## src/rtl/dtlv_pkg.sv

```systemverilog
// Shared types and constants for the DER TLV header parser.
package dtlv_pkg;

    // Default parameter values
    localparam int DEF_OFFSET_BITS       = 32;
    localparam int DEF_MAX_LENGTH_OCTETS = 8;

    // Octet field masks and limits
    localparam logic [7:0] TAG_NUM_MASK  = 8'h1F;
    localparam logic [7:0] LONG_FORM_BIT = 8'h80;
    localparam logic [6:0] COUNT_MASK    = 7'h7F;
    localparam logic [7:0] ZERO_OCTET    = 8'h00;
    localparam logic [7:0] MIN_LONG_LEN  = 8'h80;

    // Header parse phase
    typedef enum logic [1:0] {
        PH_IDLE,
        PH_LEN,
        PH_LONG_FIRST,
        PH_LONG_MORE
    } phase_t;

    // One input request
    typedef struct packed {
        logic        start_of_value;
        logic [7:0]  data_byte;
        logic [31:0] value_position;
        logic [31:0] buffer_length;
    } in_item_t;

    // One result request
    typedef struct packed {
        logic        header_ok;
        logic [7:0]  tag_octet;
        logic [31:0] content_offset;
        logic [31:0] content_length;
        logic [31:0] next_offset;
    } res_item_t;

endpackage

```

## src/rtl/dtlv_in_reg.sv

```systemverilog
// Input register stage: holds one accepted request until the decoder takes it.
module dtlv_in_reg
    import dtlv_pkg::*;
(
    input  logic     aclk,
    input  logic     aresetn,
    input  logic     in_valid,
    output logic     in_ready,
    input  in_item_t in_item,
    input  logic     advance,
    output logic     held_valid,
    output in_item_t held_item
);

    logic     valid_reg, valid_next;
    in_item_t item_reg;
    logic     accept;

    // Free slot, or the held request leaves this cycle
    assign in_ready = !valid_reg || advance;
    assign accept   = in_valid && in_ready;

    always_comb begin
        if (accept) begin
            valid_next = 1'b1;
        end else if (advance) begin
            valid_next = 1'b0;
        end else begin
            valid_next = valid_reg;
        end
    end

    always_ff @(posedge aclk) begin
        if (!aresetn) begin
            valid_reg <= 1'b0;
        end else begin
            valid_reg <= valid_next;
        end
    end

    // Payload needs no reset
    always_ff @(posedge aclk) begin
        if (accept) begin
            item_reg <= in_item;
        end
    end

    assign held_valid = valid_reg;
    assign held_item  = item_reg;

endmodule

```

## src/rtl/dtlv_decode.sv

```systemverilog
// Header decoder: parse state and the single-pass decode of one byte.
module dtlv_decode
    import dtlv_pkg::*;
#(
    parameter int OFFSET_BITS       = DEF_OFFSET_BITS,
    parameter int MAX_LENGTH_OCTETS = DEF_MAX_LENGTH_OCTETS
) (
    input  logic      aclk,
    input  logic      aresetn,
    input  logic      en,
    input  in_item_t  item,
    output logic      res_valid,
    output res_item_t res
);

    localparam int OW   = OFFSET_BITS;
    localparam int AW   = 8 * MAX_LENGTH_OCTETS;
    localparam int CW   = $clog2(MAX_LENGTH_OCTETS + 1);
    localparam int CMPW = (AW > OW) ? AW : OW;

    phase_t          phase_reg, phase_next;
    logic [7:0]      tag_reg, tag_next;
    logic [OW-1:0]   cur_reg, cur_next;
    logic [OW-1:0]   lim_reg, lim_next;
    logic [CW-1:0]   rem_reg, rem_next;
    logic [AW-1:0]   acc_reg, acc_next;
    logic            lzs_reg, lzs_next;

    // Bound check and result fields for a finished header
    function automatic res_item_t finish(input logic [OW-1:0] p, input logic [AW-1:0] n,
                                         input logic [OW-1:0] lim, input logic [7:0] tag);
        res_item_t r;
        logic [OW-1:0] room;
        r    = '0;
        room = lim - p;
        if (!(p > lim) && !(CMPW'(n) > CMPW'(room))) begin
            r.header_ok      = 1'b1;
            r.tag_octet      = tag;
            r.content_offset = 32'(p);
            r.content_length = 32'(n);
            r.next_offset    = 32'(CMPW'(p) + CMPW'(n));
        end
        return r;
    endfunction

    // Decode one byte against the current phase
    always_comb begin
        logic [63:0]   pos_wide, lim_wide;
        logic [OW-1:0] pos, lim_in, p, room, cur_inc;
        logic [7:0]    b;
        logic [6:0]    count;
        logic [AW-1:0] acc_new;
        logic [CW-1:0] rem_new;
        logic          lzs_new;

        phase_next = phase_reg;
        tag_next   = tag_reg;
        cur_next   = cur_reg;
        lim_next   = lim_reg;
        rem_next   = rem_reg;
        acc_next   = acc_reg;
        lzs_next   = lzs_reg;
        res_valid  = 1'b0;
        res        = '0;

        b        = item.data_byte;
        pos_wide = {32'b0, item.value_position};
        lim_wide = {32'b0, item.buffer_length};
        pos      = pos_wide[OW-1:0];
        lim_in   = lim_wide[OW-1:0];
        p        = cur_reg + OW'(1);
        room     = lim_reg - p;
        count    = b[6:0] & COUNT_MASK;
        cur_inc  = cur_reg + OW'(1);
        acc_new  = AW'({acc_reg, b});
        rem_new  = rem_reg - CW'(1);
        lzs_new  = (phase_reg == PH_LONG_FIRST) ? (b == ZERO_OCTET) : lzs_reg;

        if (en) begin
            if (item.start_of_value) begin
                // Identifier octet: restart, refuse on a multi-octet tag number or when no room for a length octet
                lim_next = lim_in;
                tag_next = b;
                if (pos >= lim_in || (b & TAG_NUM_MASK) == TAG_NUM_MASK ||
                    pos + OW'(1) >= lim_in) begin
                    res_valid  = 1'b1;
                    phase_next = PH_IDLE;
                end else begin
                    cur_next   = pos + OW'(1);
                    phase_next = PH_LEN;
                end
            end else begin
                case (phase_reg)
                    PH_LEN: begin
                        res_valid  = 1'b1;
                        phase_next = PH_IDLE;
                        if ((b & LONG_FORM_BIT) == ZERO_OCTET) begin
                            res = finish(p, AW'(b), lim_reg, tag_reg);
                        end else if (count == 7'd0 ||
                                     32'(count) > 32'(MAX_LENGTH_OCTETS)) begin
                            res = '0;
                        end else if (p > lim_reg || OW'(count) > room) begin
                            res = '0;
                        end else begin
                            // Start of a long length form
                            res_valid  = 1'b0;
                            cur_next   = p;
                            rem_next   = CW'(count);
                            acc_next   = '0;
                            lzs_next   = 1'b0;
                            phase_next = PH_LONG_FIRST;
                        end
                    end
                    PH_LONG_FIRST, PH_LONG_MORE: begin
                        // Shift in one length octet
                        acc_next   = acc_new;
                        lzs_next   = lzs_new;
                        cur_next   = cur_inc;
                        rem_next   = rem_new;
                        phase_next = PH_LONG_MORE;
                        if (rem_new == '0) begin
                            res_valid  = 1'b1;
                            phase_next = PH_IDLE;
                            if (acc_new < AW'(MIN_LONG_LEN) || lzs_new) begin
                                res = '0;
                            end else begin
                                res = finish(cur_inc, acc_new, lim_reg, tag_reg);
                            end
                        end
                    end
                    default: begin
                        // Stray bytes while idle are dropped
                        phase_next = phase_reg;
                    end
                endcase
            end
        end
    end

    always_ff @(posedge aclk) begin
        if (!aresetn) begin
            phase_reg <= PH_IDLE;
        end else begin
            phase_reg <= phase_next;
        end
    end

    always_ff @(posedge aclk) begin
        tag_reg <= tag_next;
        cur_reg <= cur_next;
        lim_reg <= lim_next;
        rem_reg <= rem_next;
        acc_reg <= acc_next;
        lzs_reg <= lzs_next;
    end

endmodule

```

## src/rtl/dtlv_out_reg.sv

```systemverilog
// Result register: holds one decoded header until the sink takes it.
module dtlv_out_reg
    import dtlv_pkg::*;
(
    input  logic      aclk,
    input  logic      aresetn,
    input  logic      load,
    input  res_item_t res_in,
    output logic      out_valid,
    input  logic      out_ready,
    output res_item_t res_out
);

    logic      valid_reg, valid_next;
    res_item_t res_reg;

    always_comb begin
        if (load) begin
            valid_next = 1'b1;
        end else if (out_ready) begin
            valid_next = 1'b0;
        end else begin
            valid_next = valid_reg;
        end
    end

    always_ff @(posedge aclk) begin
        if (!aresetn) begin
            valid_reg <= 1'b0;
        end else begin
            valid_reg <= valid_next;
        end
    end

    always_ff @(posedge aclk) begin
        if (load) begin
            res_reg <= res_in;
        end
    end

    assign out_valid = valid_reg;
    assign res_out   = res_reg;

endmodule

```

## src/rtl/der_tlv_header_parser.sv

```systemverilog
// Top level of the DER TLV header parser.
// Decodes one DER identifier-and-length header from a byte stream, one byte per
// cycle, with a byte marked by s_axis_tuser starting a new value. Each accepted
// byte passes through an input register and one decode stage whose parse state
// updates with each decoded byte, so a new byte is taken each cycle unless the
// output stalls; the result of the byte that ends or refuses the header is
// loaded from the decode stage into the output register, where the sink can
// take it. The rate is one byte per cycle, set by the single decode stage
// and its parse state registers; it drops only while a finished result
// waits unread. Long length forms of 1 to MAX_LENGTH_OCTETS octets are
// supported; on refusal header_ok is 0 and all other result fields are 0.
module der_tlv_header_parser
    import dtlv_pkg::*;
#(
    parameter int OFFSET_BITS       = DEF_OFFSET_BITS,
    parameter int MAX_LENGTH_OCTETS = DEF_MAX_LENGTH_OCTETS
) (
    input  logic         aclk,
    input  logic         aresetn,
    input  logic         s_axis_tvalid,
    output logic         s_axis_tready,
    // [7:0] data_byte, [39:8] value_position, [71:40] buffer_length
    input  logic [71:0]  s_axis_tdata,
    // [0] start_of_value
    input  logic [0:0]   s_axis_tuser,
    output logic         m_axis_tvalid,
    input  logic         m_axis_tready,
    // [7:0] tag_octet, [39:8] content_offset, [71:40] content_length,
    // [103:72] next_offset
    output logic [103:0] m_axis_tdata,
    // [0] header_ok
    output logic [0:0]   m_axis_tuser
);

    in_item_t  s_item, held_item;
    res_item_t dec_res, out_res;
    logic      held_valid, advance, dec_valid;

    // Unpack the input request
    assign s_item.start_of_value = s_axis_tuser[0];
    assign s_item.data_byte      = s_axis_tdata[7:0];
    assign s_item.value_position = s_axis_tdata[39:8];
    assign s_item.buffer_length  = s_axis_tdata[71:40];

    // Decode advances when the result register can take whatever comes out
    assign advance = held_valid && (!m_axis_tvalid || m_axis_tready);

    dtlv_in_reg u_in_reg (
        .aclk       (aclk),
        .aresetn    (aresetn),
        .in_valid   (s_axis_tvalid),
        .in_ready   (s_axis_tready),
        .in_item    (s_item),
        .advance    (advance),
        .held_valid (held_valid),
        .held_item  (held_item)
    );

    dtlv_decode #(
        .OFFSET_BITS       (OFFSET_BITS),
        .MAX_LENGTH_OCTETS (MAX_LENGTH_OCTETS)
    ) u_decode (
        .aclk      (aclk),
        .aresetn   (aresetn),
        .en        (advance),
        .item      (held_item),
        .res_valid (dec_valid),
        .res       (dec_res)
    );

    dtlv_out_reg u_out_reg (
        .aclk      (aclk),
        .aresetn   (aresetn),
        .load      (advance && dec_valid),
        .res_in    (dec_res),
        .out_valid (m_axis_tvalid),
        .out_ready (m_axis_tready),
        .res_out   (out_res)
    );

    // Pack the result request
    assign m_axis_tuser[0]       = out_res.header_ok;
    assign m_axis_tdata[7:0]     = out_res.tag_octet;
    assign m_axis_tdata[39:8]    = out_res.content_offset;
    assign m_axis_tdata[71:40]   = out_res.content_length;
    assign m_axis_tdata[103:72]  = out_res.next_offset;

`ifndef SYNTHESIS
    // A refusal carries all-zero fields
    a_refuse_zero: assert property (@(posedge aclk) disable iff (!aresetn)
        m_axis_tvalid && !m_axis_tuser[0] |-> m_axis_tdata == 104'd0)
        else $error("refused header with nonzero fields");

    // Next offset is content offset plus content length
    a_next_sum: assert property (@(posedge aclk) disable iff (!aresetn)
        m_axis_tvalid && m_axis_tuser[0] |->
            m_axis_tdata[103:72] == m_axis_tdata[39:8] + m_axis_tdata[71:40])
        else $error("next offset mismatch");

    // Input side stalls only behind an unread result
    a_stall_cause: assert property (@(posedge aclk) disable iff (!aresetn)
        !s_axis_tready |-> m_axis_tvalid && !m_axis_tready)
        else $error("input stalled without output backpressure");
`endif

endmodule

```

## config.mk

```make
export PLATFORM = sky130hd
export DESIGN_NAME = der_tlv_header_parser
export DESIGN_NICKNAME = d
export VERILOG_FILES = /design/src/rtl/dtlv_pkg.sv /design/src/rtl/dtlv_in_reg.sv /design/src/rtl/dtlv_decode.sv /design/src/rtl/dtlv_out_reg.sv /design/src/rtl/der_tlv_header_parser.sv
export SDC_FILE = /design/constraint.sdc
export NUM_CORES = 1
export LEC_CHECK = 0
export ABC_AREA = 1
export BUFFER_PORTS_ARGS = -buffer_cell sky130_fd_sc_hd__buf_2
export CAP_MARGIN = 20
export CORE_AREA = 10 10 222 224
export CTS_BUF_LIST = sky130_fd_sc_hd__clkbuf_4
export CTS_CLUSTER_SIZE = 16
export DETAILED_ROUTE_END_ITERATION = 10
export DIE_AREA = 0 0 232 234
export PLACE_DENSITY = 0.74
export SYNTH_ARGS = -nofsm -noshare
export SYNTH_HDL_FRONTEND = slang
export SYNTH_HIERARCHICAL = 1
export SYNTH_SLANG_ARGS = --single-unit
```

## constraint.sdc

```tcl
create_clock -name aclk -period 7.6 [get_ports aclk]
set_clock_uncertainty 0.2 [all_clocks]
set_input_delay 1.52 -clock aclk [delete_from_list [all_inputs] [get_ports aclk]]
set_output_delay 1.52 -clock aclk [all_outputs]
set_load 0.05 [all_outputs]
```

---- Yosys cells after proc, flatten, opt, wreduce, memory -nomap -nowiden ----
Cells that the tools add are included.
cells by class
  reductions and logical operators ........ 31
  order comparisons ....................... 8
  multiplexer cells ....................... 44
  eq/ne operators ......................... 11
  bitwise gates (word level) .............. 2
  add/subtract/negate cells ............... 6
operator list
  cell                                                                           number
  105-bit 2-to-1 mux                                                             5
  105-bit one-hot mux with 2 select lines                                        1
  56-bit 2-to-1 mux                                                              3
  32-bit 2-to-1 mux                                                              5
  56-bit one-hot mux with 2 select lines                                         1
  32-bit by 1-bit adder with 32-bit output, second input constant                2
  32-bit >= comparator                                                           2
  64-bit by 32-bit greater-than comparator with 1-bit output                     1
  64-bit by 8-bit less-than comparator with 1-bit output, second input constant  1
  32-bit one-hot mux with 2 select lines                                         1
  32-bit adder                                                                   1
  32-bit by 8-bit adder with 32-bit output                                       1
  32-bit greater-than comparator                                                 1
  7-bit by 32-bit greater-than comparator with 1-bit output                      1
  8-bit by 32-bit greater-than comparator with 1-bit output                      1
  32-bit subtractor                                                              1
  8-bit zero test                                                                2
  1-bit 2-to-1 mux                                                               16
  4-bit 2-to-1 mux                                                               3
  6-bit AND reduction                                                            2
  2-bit 2-to-1 mux                                                               5
  3-bit != test, second input constant                                           3
  2-bit != test, second input constant                                           4
  4-bit one-hot mux with 2 select lines                                          1
  other kinds (17)                                                               38
word-level totals
  word-level logic and storage cells ...... 120
  bits of input ports ..................... 77
  register bits after elaboration ......... 315

---- Depth between registers and ports, before layout ----
  depth after elaboration ................. 12
  mapped depth ............................ 38

---- Cells and area by module ----
The synthesis kept the hierarchy.
by module, submodules not included
  module                 cells each  seq. area each (µm²)  area each (µm²)  times used
  dtlv_decode            2084        4033.9                14401.3          1
  dtlv_out_reg           111         3173.0                3196.8           1
  dtlv_in_reg            80          2212.1                2243.4           1
  der_tlv_header_parser  6           0.0                   30.0             1

---- Least setup slack after synthesis ----
Ideal clock, no wire load.
  kind .................................... register -> register
  start ................................... reg u_in_reg.item_reg (netlist bit u_in_reg/held_item[32])
  end ..................................... reg u_out_reg.valid_reg (netlist: u_out_reg/out_valid)
  library setup time ...................... 73 ps
  required time ........................... 7327 ps
  slack ................................... 347 ps
  cell stages (with the launch flop) ...... 37
  arrival time ............................ 6980 ps
  cells stage by stage .................... edfxtp_1 ha_1 nand2_1 nor2_1 nand3_1 nor2_1 inv_1 nor3_1 nand2_1 nor2_1 nand4_1 nor2_1 nand4_1 nor2_1 nand2_1 nor2_1 nand3_1 inv_1 nand2_1 nand2_1 and2_1 inv_1 ha_1 nand2_1 inv_1 nand3_1 nor2_1 nand3_1 o311ai_0 nor3_1 a21boi_0 nand2_1 inv_1 inv_1 nor2_2 inv_1 a21oi_2
on the way
  word-level cells in the longest chain between the ends .. 8
ends and longest elaborated chain
  element                                                                           line                                  RTL
  from (decl)                                                                       dtlv_in_reg.sv:16                     in_item_t item_reg;
  from (signal assigned)                                                            dtlv_in_reg.sv:44                     item_reg <= in_item;
  32-bit by 1-bit adder with 32-bit output or 32-bit >= comparator (tied branches)  dtlv_decode.sv:85, dtlv_decode.sv:84
  32-bit >= comparator or 1-bit logical OR (tied branches)                          dtlv_decode.sv:85, dtlv_decode.sv:84
  1-bit logical OR (*)                                                              dtlv_decode.sv:84                     if (pos >= lim_in || (b & TAG_NUM_MASK) == TAG_NUM_MASK ||
  1-bit 2-to-1 mux (*)                                                              dtlv_decode.sv:84
  1-bit 2-to-1 mux (*)                                                              dtlv_decode.sv:80                     if (item.start_of_value) begin
  1-bit 2-to-1 mux (*)                                                              dtlv_decode.sv:79                     if (en) begin
  net dec_valid                                                                     der_tlv_header_parser.sv:37           logic held_valid, advance, dec_valid;
  1-bit logical AND (*)                                                             der_tlv_header_parser.sv:74           .load (advance && dec_valid),
  1-bit 2-to-1 mux or 2-bit nonzero test (tied branches)                            --
  to (signal assigned)                                                              dtlv_out_reg.sv:31                    valid_reg <= valid_next;
  to (decl)                                                                         dtlv_out_reg.sv:14                    logic valid_reg, valid_next;
Mark *: on every way through the listed nets, which the timed path passes. The rest lies on a longest branch.
A chain may end at the register's enable or synchronous reset.

---- Worst setup path after layout ----
  start ................................... reg u_in_reg.item_reg (netlist bit u_in_reg/held_item[32])
  end ..................................... reg u_out_reg.res_reg (netlist bit u_out_reg/res_out[66]) (enable)
on the way
  word-level cells in the longest chain between the ends .. 7
ends and longest elaborated chain
  element                                                                           line                                  RTL
  32-bit by 1-bit adder with 32-bit output or 32-bit >= comparator (tied branches)  dtlv_decode.sv:85, dtlv_decode.sv:84
  32-bit >= comparator or 1-bit logical OR (tied branches)                          dtlv_decode.sv:85, dtlv_decode.sv:84
  1-bit logical OR (*)                                                              dtlv_decode.sv:84
  1-bit 2-to-1 mux (*)                                                              dtlv_decode.sv:84
  1-bit 2-to-1 mux (*)                                                              dtlv_decode.sv:80
  1-bit 2-to-1 mux (*)                                                              dtlv_decode.sv:79
  net dec_valid                                                                     der_tlv_header_parser.sv:37
  1-bit logical AND (*)                                                             der_tlv_header_parser.sv:74
  to (signal assigned)                                                              dtlv_out_reg.sv:37                    res_reg <= res_in;
  to (decl)                                                                         dtlv_out_reg.sv:15                    res_item_t res_reg;
Marks and branches as above.

==> results.py <==
metrics = {
    "run_status": {
        "status": "complete, no violations",
    },
    "logic_synthesis": {
        "synthesis.instances": 2281,
        "syn_area_sq_um": 19900,
        "avgSynthCellArea_sq_um": 8.71,
        "ys.flop_type": "edfxtp_1",
        "ys_seq_area_share_pct": 47.4,
        "synth_enable_flop_cells": 311,
        "synthArstFlopShare_pct": 0,
        "ys_seq_elements": 315,
        "ys_warn_count": 6,
        "synth_nets": 2512,
        "synth_cell_types": 56,
    },
    "setup_path": {
        "endpoint_kind": "register",
        "timing.rr.end": "u_out_reg/res_out[66]",
        "slowest_delay_ns": 0.74,
        "ff2ff_path_depth": 36,
        "critPathArrivalTime_ns": 6.76,
        "crit_slowest_cell": "o311ai_0",
        "cp-startpoint": "u_in_reg/held_item[32]",
        "start_kind": "register",
        "rrSetupSlack_ns": 1.08,
        "required_ns": 7.84,
        "critical_path_class": "reg2reg",
        "path_max_fanout": 37,
        "r2r-start": "u_in_reg/held_item[32]",
    },
    "floorplan": {
        "ios": 184,
        "die_w_microns": 232,
        "core_sq_um": 44900,
        "rows": 78,
        "start_util_pct": 44.3,
        "die_area_sq_um": 54300,
        "chipHeight_microns": 234,
    },
    "pwr": {
        "p_leak_nw": 10.1,
        "ir_worst_vdd_mv": 0.0984,
        "power_density_nw_per_um2": 194,
    },
    "sta": {
        "slew_headroom_pct": 39.2,
        "fin_crit_sh_pct": 85.8,
        "maxSlewViolCount": 0,
        "tightest_slew_ns": 0.911,
        "fmax_ghz": 0.153,
        "grt_setup_unrepaired": "false",
        "setup_viol": 0,
        "setup_tns_ns": 0,
        "hold_viol_final": 0,
        "fin_crit_ns": 6.52,
    },
    "finish": {
        "largest_reg_flops": 105,
        "drive_gt1_share_pct": 16.6,
        "fin_cells": 3196,
        "area_growth_pct": 13.8,
        "final_nets": 2768,
    },
    "global_route": {
        "grt-ovfl-total": 0,
        "grt_pass1_vias": 16700,
        "met2_usage_pct": 35.5,
        "grt-busiest-layer": "met2",
        "use_met3_pct": 3.87,
        "track_usage_pct": 21.2,
        "grt.met1_usage_pct": 26.5,
        "antenna_found_initial": 2,
        "grt_max_degree": 70,
        "grt_pass1_wl_microns": 90000,
    },
    "clocking": {
        "cts-hold-fix-buffers": 0,
        "cts_setup_buffers": 0,
        "cts_tree": "done",
        "clk_pin_slew_ns": 0.07,
        "cts-buffers-inserted": 83,
        "clock_path_buffers": 3,
        "cts_resized": 0,
        "insertion_delay_ns": 0.84,
        "cts-root-buf": "clkbuf_4",
        "cts-htree-levels": 3,
        "clkSinkCount": 315,
    },
    "placement": {
        "dpl.hpwl_microns": 46400,
        "dp.cells": 3052,
        "port_buffers": 183,
        "gp_congestion": 0.946,
    },
    "worst_hold_path": {
        "min_from": "u_in_reg/held_item[3]",
        "hold_path_end": "u_decode/lim_reg[3]",
        "min_path_cells": 0,
        "hold_class": "reg2reg",
    },
    "routing": {
        "routedWlPerCell_microns": 18.1,
        "antenna_left": 0,
        "drc": 0,
        "vias": 16600,
        "drt_iter0_markers": 1231,
        "routed_wl_microns": 57700,
        "dr.pass1.iters": 6,
        "via_per_inst": 5.20,
    },
    "flow_run": {
        "maxCapViolations": 0,
    },
}
==> through the flow <==
stage	area, sq um	hold slack (ns)	total power, mW	utilization, %	setup WS, ns
final	22600	0.243	4.39	50.4	1.08
after detailed placement	21600	0.234	2.92	48.0	1.12
after floorplan	19900	0.226	2.67	-	0.347
after CTS	22600	0.241	4.45	50.4	1.09
after global placement	21600	0.238	2.90	48.0	1.34
after global routing	22600	0.268	4.65	50.4	0.382
==> layout make-up <==
type | count | area [sq um]
multi-input cells | 1576 | 8960
diodes | 2 | 5.00
clock buffers | 106 | 796
fillers | 4246 | 22300
flip-flops and latches | 315 | 9420
well taps | 600 | 751
clock inverters | 36 | 263
inverters | 360 | 1350
repair buffers | 201 | 1080
==> per-layer routing <==
metal | share of wire (%) | up-vias
li1 | - | 8233
met1 | 44 | 7729
met2 | 47 | 555
met3 | 6.1 | 98
met4 | 3.1 | 0
met5 | 0 | -
==> cells in the mapped netlist, drive strengths merged (4+ instances only) <==
cell	n	area share (%)
nor4	23	0.72
edfxtp	311	47
xor2	63	2.8
and2	4	0.13
nor2	251	5.2
nand3	141	3.8
or2	18	0.57
buf	10	0.50
xnor2	22	0.97
nand2	533	10
o21ai	86	2.3
a21oi	137	3.5
a31oi	7	0.22
nand4	56	1.8
ha	152	9.6
a211oi	5	0.19
nor3	34	0.86
clkbuf	20	0.38
nand3b	9	0.34
o21bai	4	0.15
dfxtp	4	0.40
inv	359	6.8
==> layout by cell type (no fill, tap or decap), types with 63 or more instances in the layout <==
| cell type | Yosys | final |
|---|---|---|
| o21ai_0 | 79 | 79 |
| clkbuf_4 | 0 | 106 |
| ha_1 | 152 | 152 |
| edfxtp_1 | 311 | 311 |
| inv_1 | 348 | 348 |
| nand2_1 | 506 | 506 |
| xor2_1 | 63 | 63 |
| nor2_1 | 223 | 222 |
| a21oi_1 | 134 | 132 |
| nand3_1 | 136 | 136 |
| buf_2 | 5 | 183 |
==> critical path, delay by kind of cell, from the launching register on <==
kind                       cells  cell delay, ns
buffers and inverters          8            1.03
and+or+nand+nor               24            3.00
DFF                            1            0.38
adders and majority gates      2            0.47
AOI/OAI and AO/OA              2            1.02
==> worst max-delay path by stage <==
stage	end	slack, ns	cells after the start
final	u_out_reg/res_out[66]	1.08	36
after global routing	u_out_reg/res_out[66]	0.38	31
after CTS	u_out_reg/res_out[70]	1.09	32
after detailed placement	u_out_reg/res_out[97]	1.12	36
after global placement	u_out_reg/res_out[97]	1.34	36
after floorplan	u_out_reg/out_valid	0.35	36
==> report_power, final <==
| part | switching, mW | internal, mW | total [mW] |
|---|---|---|---|
| Clock | 0.703 | 0.793 | 1.50 |
| Combinational | 0.575 | 0.259 | 0.834 |
| Sequential | 0.0595 | 2.00 | 2.06 |
| Total | 1.34 | 3.05 | 4.39 |
==> logic make-up after synthesis <==
family | share of synthesized area, %
AND/OR/NAND/NOR | 24.0
buffers and inverters | 7.68
flip-flops | 47.4
AO/OA/AOI/OAI | 7.36
adder cells (fa/ha/maj) | 9.77
XOR/XNOR | 3.75
Note: power is estimated with default switching activity, not from simulation.
